$ cat src/hdl/assert_macros.svh
// ----------------------------------------------------------------------------
// Assertion macros
// Shared concurrent assertion shorthands, sampled on clock, off in reset.
// ----------------------------------------------------------------------------
`ifndef ASSERT_MACROS_SVH
`define ASSERT_MACROS_SVH

// Property that holds at every edge.
`define DXTU_ASSERT(lbl, prop, msg) \
   lbl: assert property (@(posedge clock) disable iff (reset) (prop)) else $error(msg);

// Antecedent implies consequent in the next cycle.
`define DXTU_ASSERT_NEXT(lbl, ante, cons, msg) \
   lbl: assert property (@(posedge clock) disable iff (reset) (ante) |=> (cons)) \
      else $error(msg);

`endif

$ cat src/hdl/dxtu_pkg.sv
// ----------------------------------------------------------------------------
// DXT to UTX2 transcoder package
// Opcodes, bit masks, selector remap tables and bit helpers.
// ----------------------------------------------------------------------------
package dxtu_pkg;

   localparam logic [1:0] OP_DXT1_PUNCH  = 2'd0;
   localparam logic [1:0] OP_DXT1_OPAQUE = 2'd1;
   localparam logic [1:0] OP_DXT5        = 2'd2;

   localparam logic [15:0] MASK_555_HI   = 16'h7FE0;
   localparam logic [15:0] MASK_555_LO   = 16'h001F;
   localparam logic [15:0] MASK_LOW_BITS = 16'h0421;
   localparam logic [15:0] FLAG_ALPHA    = 16'h8000;
   localparam logic [7:0]  ALPHA_LIMIT   = 8'd224;

   // nibble k holds the new selector for DXT selector k
   localparam logic [15:0] REMAP_NORMAL = 16'h1203;
   localparam logic [15:0] REMAP_PUNCH  = 16'h1002;
   localparam logic [15:0] REMAP_DXT5A  = 16'h0202;

   localparam int unsigned NUM_PIXELS = 16;

   typedef struct packed {
      logic punch;   // DXT1 punch-through alpha block
      logic dxt5a;   // DXT5 block with alpha in effect
   } dxtu_mode_type;

   function automatic logic [15:0] dxtu_to555(input logic [15:0] c565);
      dxtu_to555 = ({1'b0, c565[15:1]} & MASK_555_HI) | (c565 & MASK_555_LO);
   endfunction

   function automatic logic [15:0] dxtu_alpha_bits(input logic [7:0] a);
      dxtu_alpha_bits = {5'b0, a[7], 4'b0, a[6], 4'b0, a[5]};
   endfunction

   // raster pixel p = 4*y + x  ->  x0 | y0<<1 | x1<<2 | y1<<3
   function automatic logic [3:0] dxtu_morton(input logic [3:0] p);
      dxtu_morton = {p[3], p[1], p[2], p[0]};
   endfunction

   function automatic logic [1:0] dxtu_remap(input logic [15:0] tbl, input logic [1:0] s);
      logic [1:0] v;
      case (s)
         2'd0:    v = tbl[1:0];
         2'd1:    v = tbl[5:4];
         2'd2:    v = tbl[9:8];
         default: v = tbl[13:12];
      endcase
      dxtu_remap = v;
   endfunction

endpackage

$ cat src/hdl/dxtu_endpoint.sv
// ----------------------------------------------------------------------------
// DXT to UTX2 endpoint and mode decode
// Narrows both endpoints to RGB555 and applies the alpha block rules.
// ----------------------------------------------------------------------------
module dxtu_endpoint (
   input  logic [1:0]              opcode,
   input  logic [15:0]             color0,
   input  logic [15:0]             color1,
   input  logic [7:0]              alpha0,
   input  logic [7:0]              alpha1,
   output logic [15:0]             endpoint_a,
   output logic [15:0]             endpoint_b,
   output dxtu_pkg::dxtu_mode_type mode
);
   import dxtu_pkg::*;

   logic [15:0] ca;
   logic [15:0] cb;

   assign ca = dxtu_to555(color0);
   assign cb = dxtu_to555(color1);

   always_comb begin
      mode.punch = (opcode == OP_DXT1_PUNCH) && (color0 <= color1);
      mode.dxt5a = (opcode == OP_DXT5) && ((alpha0 < ALPHA_LIMIT) || (alpha1 < ALPHA_LIMIT));
      endpoint_a = ca;
      endpoint_b = cb;
      if (mode.punch) begin
         endpoint_a = ca & ~MASK_LOW_BITS;
         endpoint_b = cb | MASK_LOW_BITS | FLAG_ALPHA;
      end else if (mode.dxt5a) begin
         endpoint_a = (ca & ~MASK_LOW_BITS) | dxtu_alpha_bits(alpha0);
         endpoint_b = (cb & ~MASK_LOW_BITS) | FLAG_ALPHA | dxtu_alpha_bits(alpha1);
      end
   end

endmodule

$ cat src/hdl/dxtu_lane.sv
// ----------------------------------------------------------------------------
// DXT to UTX2 selector lane
// Remaps one pixel's 2-bit selector; DXT5 alpha forces bit 0 on even index.
// ----------------------------------------------------------------------------
module dxtu_lane (
   input  dxtu_pkg::dxtu_mode_type mode,
   input  logic [1:0]              sel_in,
   input  logic [2:0]              alpha_idx,
   output logic [1:0]              sel_out
);
   import dxtu_pkg::*;

   logic [15:0] tbl;

   always_comb begin
      if (mode.punch) begin
         tbl = REMAP_PUNCH;
      end else if (mode.dxt5a) begin
         tbl = REMAP_DXT5A;
      end else begin
         tbl = REMAP_NORMAL;
      end
      sel_out = dxtu_remap(tbl, sel_in);
      if (mode.dxt5a && !alpha_idx[0]) begin
         sel_out[0] = 1'b1;
      end
   end

endmodule

$ cat src/hdl/dxt_block_to_utx2_transcoder_core.sv
// ----------------------------------------------------------------------------
// DXT block to UTX2 transcoder core
// Converts one DXT1/DXT5 4x4 color block per transaction to a UTX2 block.
// ----------------------------------------------------------------------------
// Usage:
//   req_* channel carries one block per transaction: opcode (0 DXT1 with
//   punch-through, 1 DXT1 opaque, 2 DXT5, 3 treated as opaque), the 64-bit
//   color block and the 64-bit DXT5 alpha block (ignored unless DXT5).
//   rsp_* channel returns exactly one 64-bit UTX2 block per request, in order.
//   A transaction completes on a rising edge with valid high and stall low.
//   Each accepted block reaches rsp_* through the output register.
//   Throughput: one block per cycle while rsp_stall is low. The conversion
//   is combinational bit remapping: an endpoint decoder plus sixteen
//   selector lanes, merged into Morton order ahead of the output register.
//   Stall: while rsp_stall holds a result, one more request is still taken
//   into a skid register; req_stall rises only once the skid is full.
//   Reset (synchronous, active high) empties the output and skid registers;
//   no block is in flight afterwards.
// ----------------------------------------------------------------------------
`include "assert_macros.svh"

module dxt_block_to_utx2_transcoder_core (
   input  logic        clock,
   input  logic        reset,
   input  logic        req_valid,
   output logic        req_stall,
   input  logic [1:0]  req_opcode,
   input  logic [63:0] req_color_block,
   input  logic [63:0] req_alpha_block,
   output logic        rsp_valid,
   input  logic        rsp_stall,
   output logic [63:0] rsp_utx2_block
);
   import dxtu_pkg::*;

   dxtu_mode_type mode;
   logic [15:0]   endpoint_a;
   logic [15:0]   endpoint_b;
   logic [1:0]    lane_sel [NUM_PIXELS];
   logic [31:0]   morton_sel;
   logic [63:0]   block_new;

   logic          out_valid_ff, out_valid_in;
   logic [63:0]   out_data_ff, out_data_in;
   logic          skid_valid_ff, skid_valid_in;
   logic [63:0]   skid_data_ff, skid_data_in;
   logic          accept;
   logic          out_free;

   // Endpoint narrowing and block mode
   dxtu_endpoint u_endpoint (
      .opcode     (req_opcode),
      .color0     (req_color_block[15:0]),
      .color1     (req_color_block[31:16]),
      .alpha0     (req_alpha_block[7:0]),
      .alpha1     (req_alpha_block[15:8]),
      .endpoint_a (endpoint_a),
      .endpoint_b (endpoint_b),
      .mode       (mode)
   );

   // One lane per pixel; lane outputs land at their Morton slot
   for (genvar p = 0; p < NUM_PIXELS; p++) begin : g_lane
      localparam logic [3:0] Z = dxtu_morton(4'(p));

      dxtu_lane u_lane (
         .mode      (mode),
         .sel_in    (req_color_block[32 + 2*p +: 2]),
         .alpha_idx (req_alpha_block[16 + 3*p +: 3]),
         .sel_out   (lane_sel[p])
      );

      assign morton_sel[2*Z +: 2] = lane_sel[p];
   end

   assign block_new = {morton_sel, endpoint_b, endpoint_a};

   // Output register with one-entry skid
   assign req_stall = skid_valid_ff;
   assign accept    = req_valid && !skid_valid_ff;
   assign out_free  = !out_valid_ff || !rsp_stall;

   always_comb begin
      out_valid_in  = out_valid_ff;
      out_data_in   = out_data_ff;
      skid_valid_in = skid_valid_ff;
      skid_data_in  = skid_data_ff;
      if (out_free) begin
         if (skid_valid_ff) begin
            out_valid_in  = 1'b1;
            out_data_in   = skid_data_ff;
            skid_valid_in = 1'b0;
         end else if (accept) begin
            out_valid_in = 1'b1;
            out_data_in  = block_new;
         end else begin
            out_valid_in = 1'b0;
         end
      end else if (accept) begin
         skid_valid_in = 1'b1;
         skid_data_in  = block_new;
      end
   end

   always_ff @(posedge clock) begin
      if (reset) begin
         out_valid_ff  <= 1'b0;
         skid_valid_ff <= 1'b0;
      end else begin
         out_valid_ff  <= out_valid_in;
         skid_valid_ff <= skid_valid_in;
      end
      out_data_ff  <= out_data_in;
      skid_data_ff <= skid_data_in;
   end

   assign rsp_valid      = out_valid_ff;
   assign rsp_utx2_block = out_data_ff;

   // Checks
   `DXTU_ASSERT(a_skid_behind_out, !skid_valid_ff || out_valid_ff,
      "skid holds data while output register is empty")
   `DXTU_ASSERT(a_mode_exclusive, !(mode.punch && mode.dxt5a),
      "punch-through and DXT5 alpha both set")
   `DXTU_ASSERT_NEXT(a_skid_drains, skid_valid_ff && !rsp_stall,
      out_valid_ff && !skid_valid_ff, "skid did not drain into output register")
   `DXTU_ASSERT_NEXT(a_accept_shows, accept, out_valid_ff,
      "accepted transaction produced no response")
   `DXTU_ASSERT_NEXT(a_alpha_flag, accept && out_free,
      rsp_utx2_block[31] == $past(mode.punch || mode.dxt5a),
      "alpha flag does not match block mode")

endmodule

$ cat config.mk
export PLATFORM = sky130hd
export DESIGN_NAME = dxt_block_to_utx2_transcoder_core
export DESIGN_NICKNAME = d
export VERILOG_FILES = /design/src/hdl/dxtu_pkg.sv /design/src/hdl/dxtu_endpoint.sv /design/src/hdl/dxtu_lane.sv /design/src/hdl/dxt_block_to_utx2_transcoder_core.sv
export VERILOG_INCLUDE_DIRS = /design/src /design/src/hdl
export SDC_FILE = /design/constraint.sdc
export NUM_CORES = 1
export LEC_CHECK = 0
export BUFFER_PORTS_ARGS = -buffer_cell sky130_fd_sc_hd__buf_2
export CORE_MARGIN = 8
export CORE_UTILIZATION = 53
export CTS_BUF_LIST = sky130_fd_sc_hd__clkbuf_4 sky130_fd_sc_hd__clkbuf_8
export CTS_CLUSTER_DIAMETER = 50
export DETAILED_ROUTE_END_ITERATION = 7
export GPL_TIMING_DRIVEN = 0
export PLACE_DENSITY_LB_ADDON = 0.1
export SLEW_MARGIN = 5
export SYNTH_ARGS = -nofsm -noshare
export SYNTH_HDL_FRONTEND = slang
export SYNTH_HIERARCHICAL = 1
export SYNTH_SLANG_ARGS = --single-unit
$ cat constraint.sdc
create_clock -name clock -period 18.2 [get_ports clock]
set_input_delay 2.73 -clock clock [delete_from_list [all_inputs] [get_ports clock]]
set_output_delay 2.73 -clock clock [all_outputs]
set_load 0.02 [all_outputs]
==> results.toml <==
[global_route]
grt_max_degree = 52
grt_pass1_wl_um = 21200
grt_overflow = 0
grt_pass1_vias = 4143
antenna_found_initial = 0
grt_use_total_pct = 17.3

[detailed_routing]
drt_wl_total_um = 13400
drt-vias-per-instance = 5.28
firstDrtPassIters = 4
via_count = 3860
drt-initial-drc-count = 218
drc_errors = 0
wire_per_inst_um = 18.3
drtAntennaViolNets = 0

[job]
cap_violations = 0

[logic_synthesis]
synth.distinct_cells = 38
syn_inst = 389
synth.avg_cell_area_um2 = 16.1
syn-num-nets = 539
synthFlopType = "edfxtp_1"
ys_seq_area_share_pct = 62.1
async_flop_share_pct = 0
synth_area_um2 = 6260
synth_edf_count = 128
ys_ff_latch = 130
synth_warnings = 6

[cts]
hold_buffers = 0
cts_tree = "built"
ctsLongestPathBuffers = 2
path_clk_slew_ns = 0.07
insertion_delay_ns = 0.43
cts-buffers-inserted = 17
cts_sinks = 130
cts-root-buf = "clkbuf_8"
cts_setup_buffers = 0
cts.repair.resized = 0
htreeDepth = 4

[power]
p_leak_nw = 3.16
clkPwrFrac_pct = 34.3
ir_drop_v = 0.0000712
seqPwrFrac_pct = 50.6
p_switching_w = 0.000162
p_int_w = 0.000536
p_sw_share_pct = 23.1
combPwrFrac_pct = 15.1
power_w = 0.000698
cellPowerDensity_nw_per_um2 = 89.2

[placed_design]
dp.final_hpwl_um = 10100
placed_cells = 701
gp_congestion = 0.819
place_area_um2 = 7450
numPortBuffers = 157

[sta]
tightest_slew_ns = 0.892
rsz0062_at_grt = "no"
skew_ns = 0.0109
post-route-period-util_pct = 28.4
max_freq_ghz = 0.193
tns_ns = 0
hold_viol_final = 0
slew_viol_final = 0
period_needed_ns = 5.17
slew_headroom_pct = 40.4
setup_viol = 0

[setup_path]
cp.arrival_ns = 5.34
worstPathRequired_ns = 18.37
start_kind = "primary input"
crit_path_max_fanout = 51
path_class = "primary input to register"
end_kind = "register"

[layout]
final_layout_size_suffix_gt1_share_pct = 54.6
final_common_cell = "buf_2"
syn2layout_area_growth_pct = 25.1
finalNetCount = 727
fin_cells = 731
diodes = 0
fillers = 833
layout_common_cells = "159 x buf_2, 128 x edfxtp_1, 38 x mux2_4"
final_area_um2 = 7830

[floorplan]
die_width_um = 125
dieArea_um2 = 15500
io-pin-count = 200
rows = 39
start_util_pct = 54.6
core_area_um2 = 11500
die_y_um = 125

[outcome]
status = "complete, no violations"

[min_path]
holdCritPathClass = "register to register"
## per-layer routing
layer | GRT usage [%] | wire (µm) | share of wire, %
met3 | 6.81 | 983 | 7.4
met4 | 6.80 | 190 | 1.4
met2 | 28.6 | 6630 | 50
met5 | 0 | 0 | 0
met1 | 19.8 | 5560 | 42
## Yosys cell counts (3+ instances only)
library cell | instances | area share [%]
mux2_4 | 38 | 9.1
nor2_2 | 4 | 0.40
inv_1 | 16 | 0.96
o22ai_1 | 3 | 0.30
mux2_2 | 26 | 4.7
ha_1 | 16 | 3.2
buf_4 | 25 | 3.0
nor4_1 | 16 | 1.6
nand2_1 | 7 | 0.42
nor2_1 | 3 | 0.18
buf_6 | 5 | 0.90
a21oi_1 | 24 | 1.9
a311o_1 | 16 | 2.6
nor2b_1 | 17 | 1.7
nand2b_4 | 16 | 3.5
edfxtp_1 | 128 | 61
## registers in the layout (all words and copies together), names as in the netlist
| name | cells |
|---|---|
| rsp_utx2_block | 64 |
| skid_data_ff | 64 |
| req_stall | 1 |
| rsp_valid | 1 |
## cell type report
| type | count | area [µm²] | share of cell area (%) |
|---|---|---|---|
| Inverter | 17 | 66.3 | 0.847 |
| Buffer | 32 | 254 | 3.24 |
| Multi-Input combinational cell | 210 | 2080 | 26.6 |
| Sequential cell | 130 | 3880 | 49.6 |
| Tap cell | 143 | 179 | 2.29 |
| Timing Repair Buffer | 169 | 987 | 12.6 |
| Clock buffer | 21 | 264 | 3.37 |
| Clock inverter | 9 | 115 | 1.47 |
## power by group through the flow
stage	combinational [W]	clock (W)	sequential (W)
2_1_floorplan	0.0000506	0	0.000376
3_3_place_gp	0.0000989	0	0.000362
3_5_place_dp	0.000106	0	0.000360
4_1_cts	0.000107	0.000244	0.000353
5_1_grt	0.000114	0.000257	0.000354
6_report	0.000105	0.000240	0.000353
## logic make-up (layout without fill, tap and decap cells)
kind of cell / after synthesis / after routing / share of synthesized area, %
DFF: 130 / 130 / 62.1
and+or+nand+nor: 74 / 74 / 9.20
muxes: 65 / 65 / 14.0
AOI/OAI and AO/OA: 54 / 54 / 6.40
buffers and inverters: 49 / 248 / 5.12
adders and majority gates: 16 / 16 / 3.20
other: 1 / 1 / 0.0599
## worst paths after layout
check / slack [ns] / depth (start not counted) / startpoint / to
setup / recovery: 13.03 / 11 / req_color_block[31] / rsp_utx2_block[62]$_DFFE_PP_
hold / removal: 0.55 / 1 / skid_data_ff[1]$_DFFE_PP_ / rsp_utx2_block[1]$_DFFE_PP_
setup reg to reg: 15.76 / 8 / req_stall$_SDFFE_PP0P_ / skid_data_ff[45]$_DFFE_PP_
hold reg to reg: 0.55 / 1 / skid_data_ff[1]$_DFFE_PP_ / rsp_utx2_block[1]$_DFFE_PP_
## worst max-delay path: stages
cell and delay [ns]:
buf_2 0.10, inv_1 0.05, ha_1 0.32, a2111oi_2 0.31, o21ai_1 0.16, a21o_1 0.19
o31a_4 0.31, inv_4 0.40, nor4_1 0.11, a311o_1 0.37, mux2_2 0.27
## stage by stage
step / utilization [%] / setup WS, ns / hold WS, ns
floorplan: - / 10.08 / 0.523
global placement: 63.0 / 7.39 / 0.493
detailed placement: 65.0 / 12.61 / 0.533
CTS: 68.3 / 13.08 / 0.549
global route: 68.3 / 12.95 / 0.560
finish: 68.3 / 13.03 / 0.547
No activity file was read; power rests on OpenSTA's default activity.
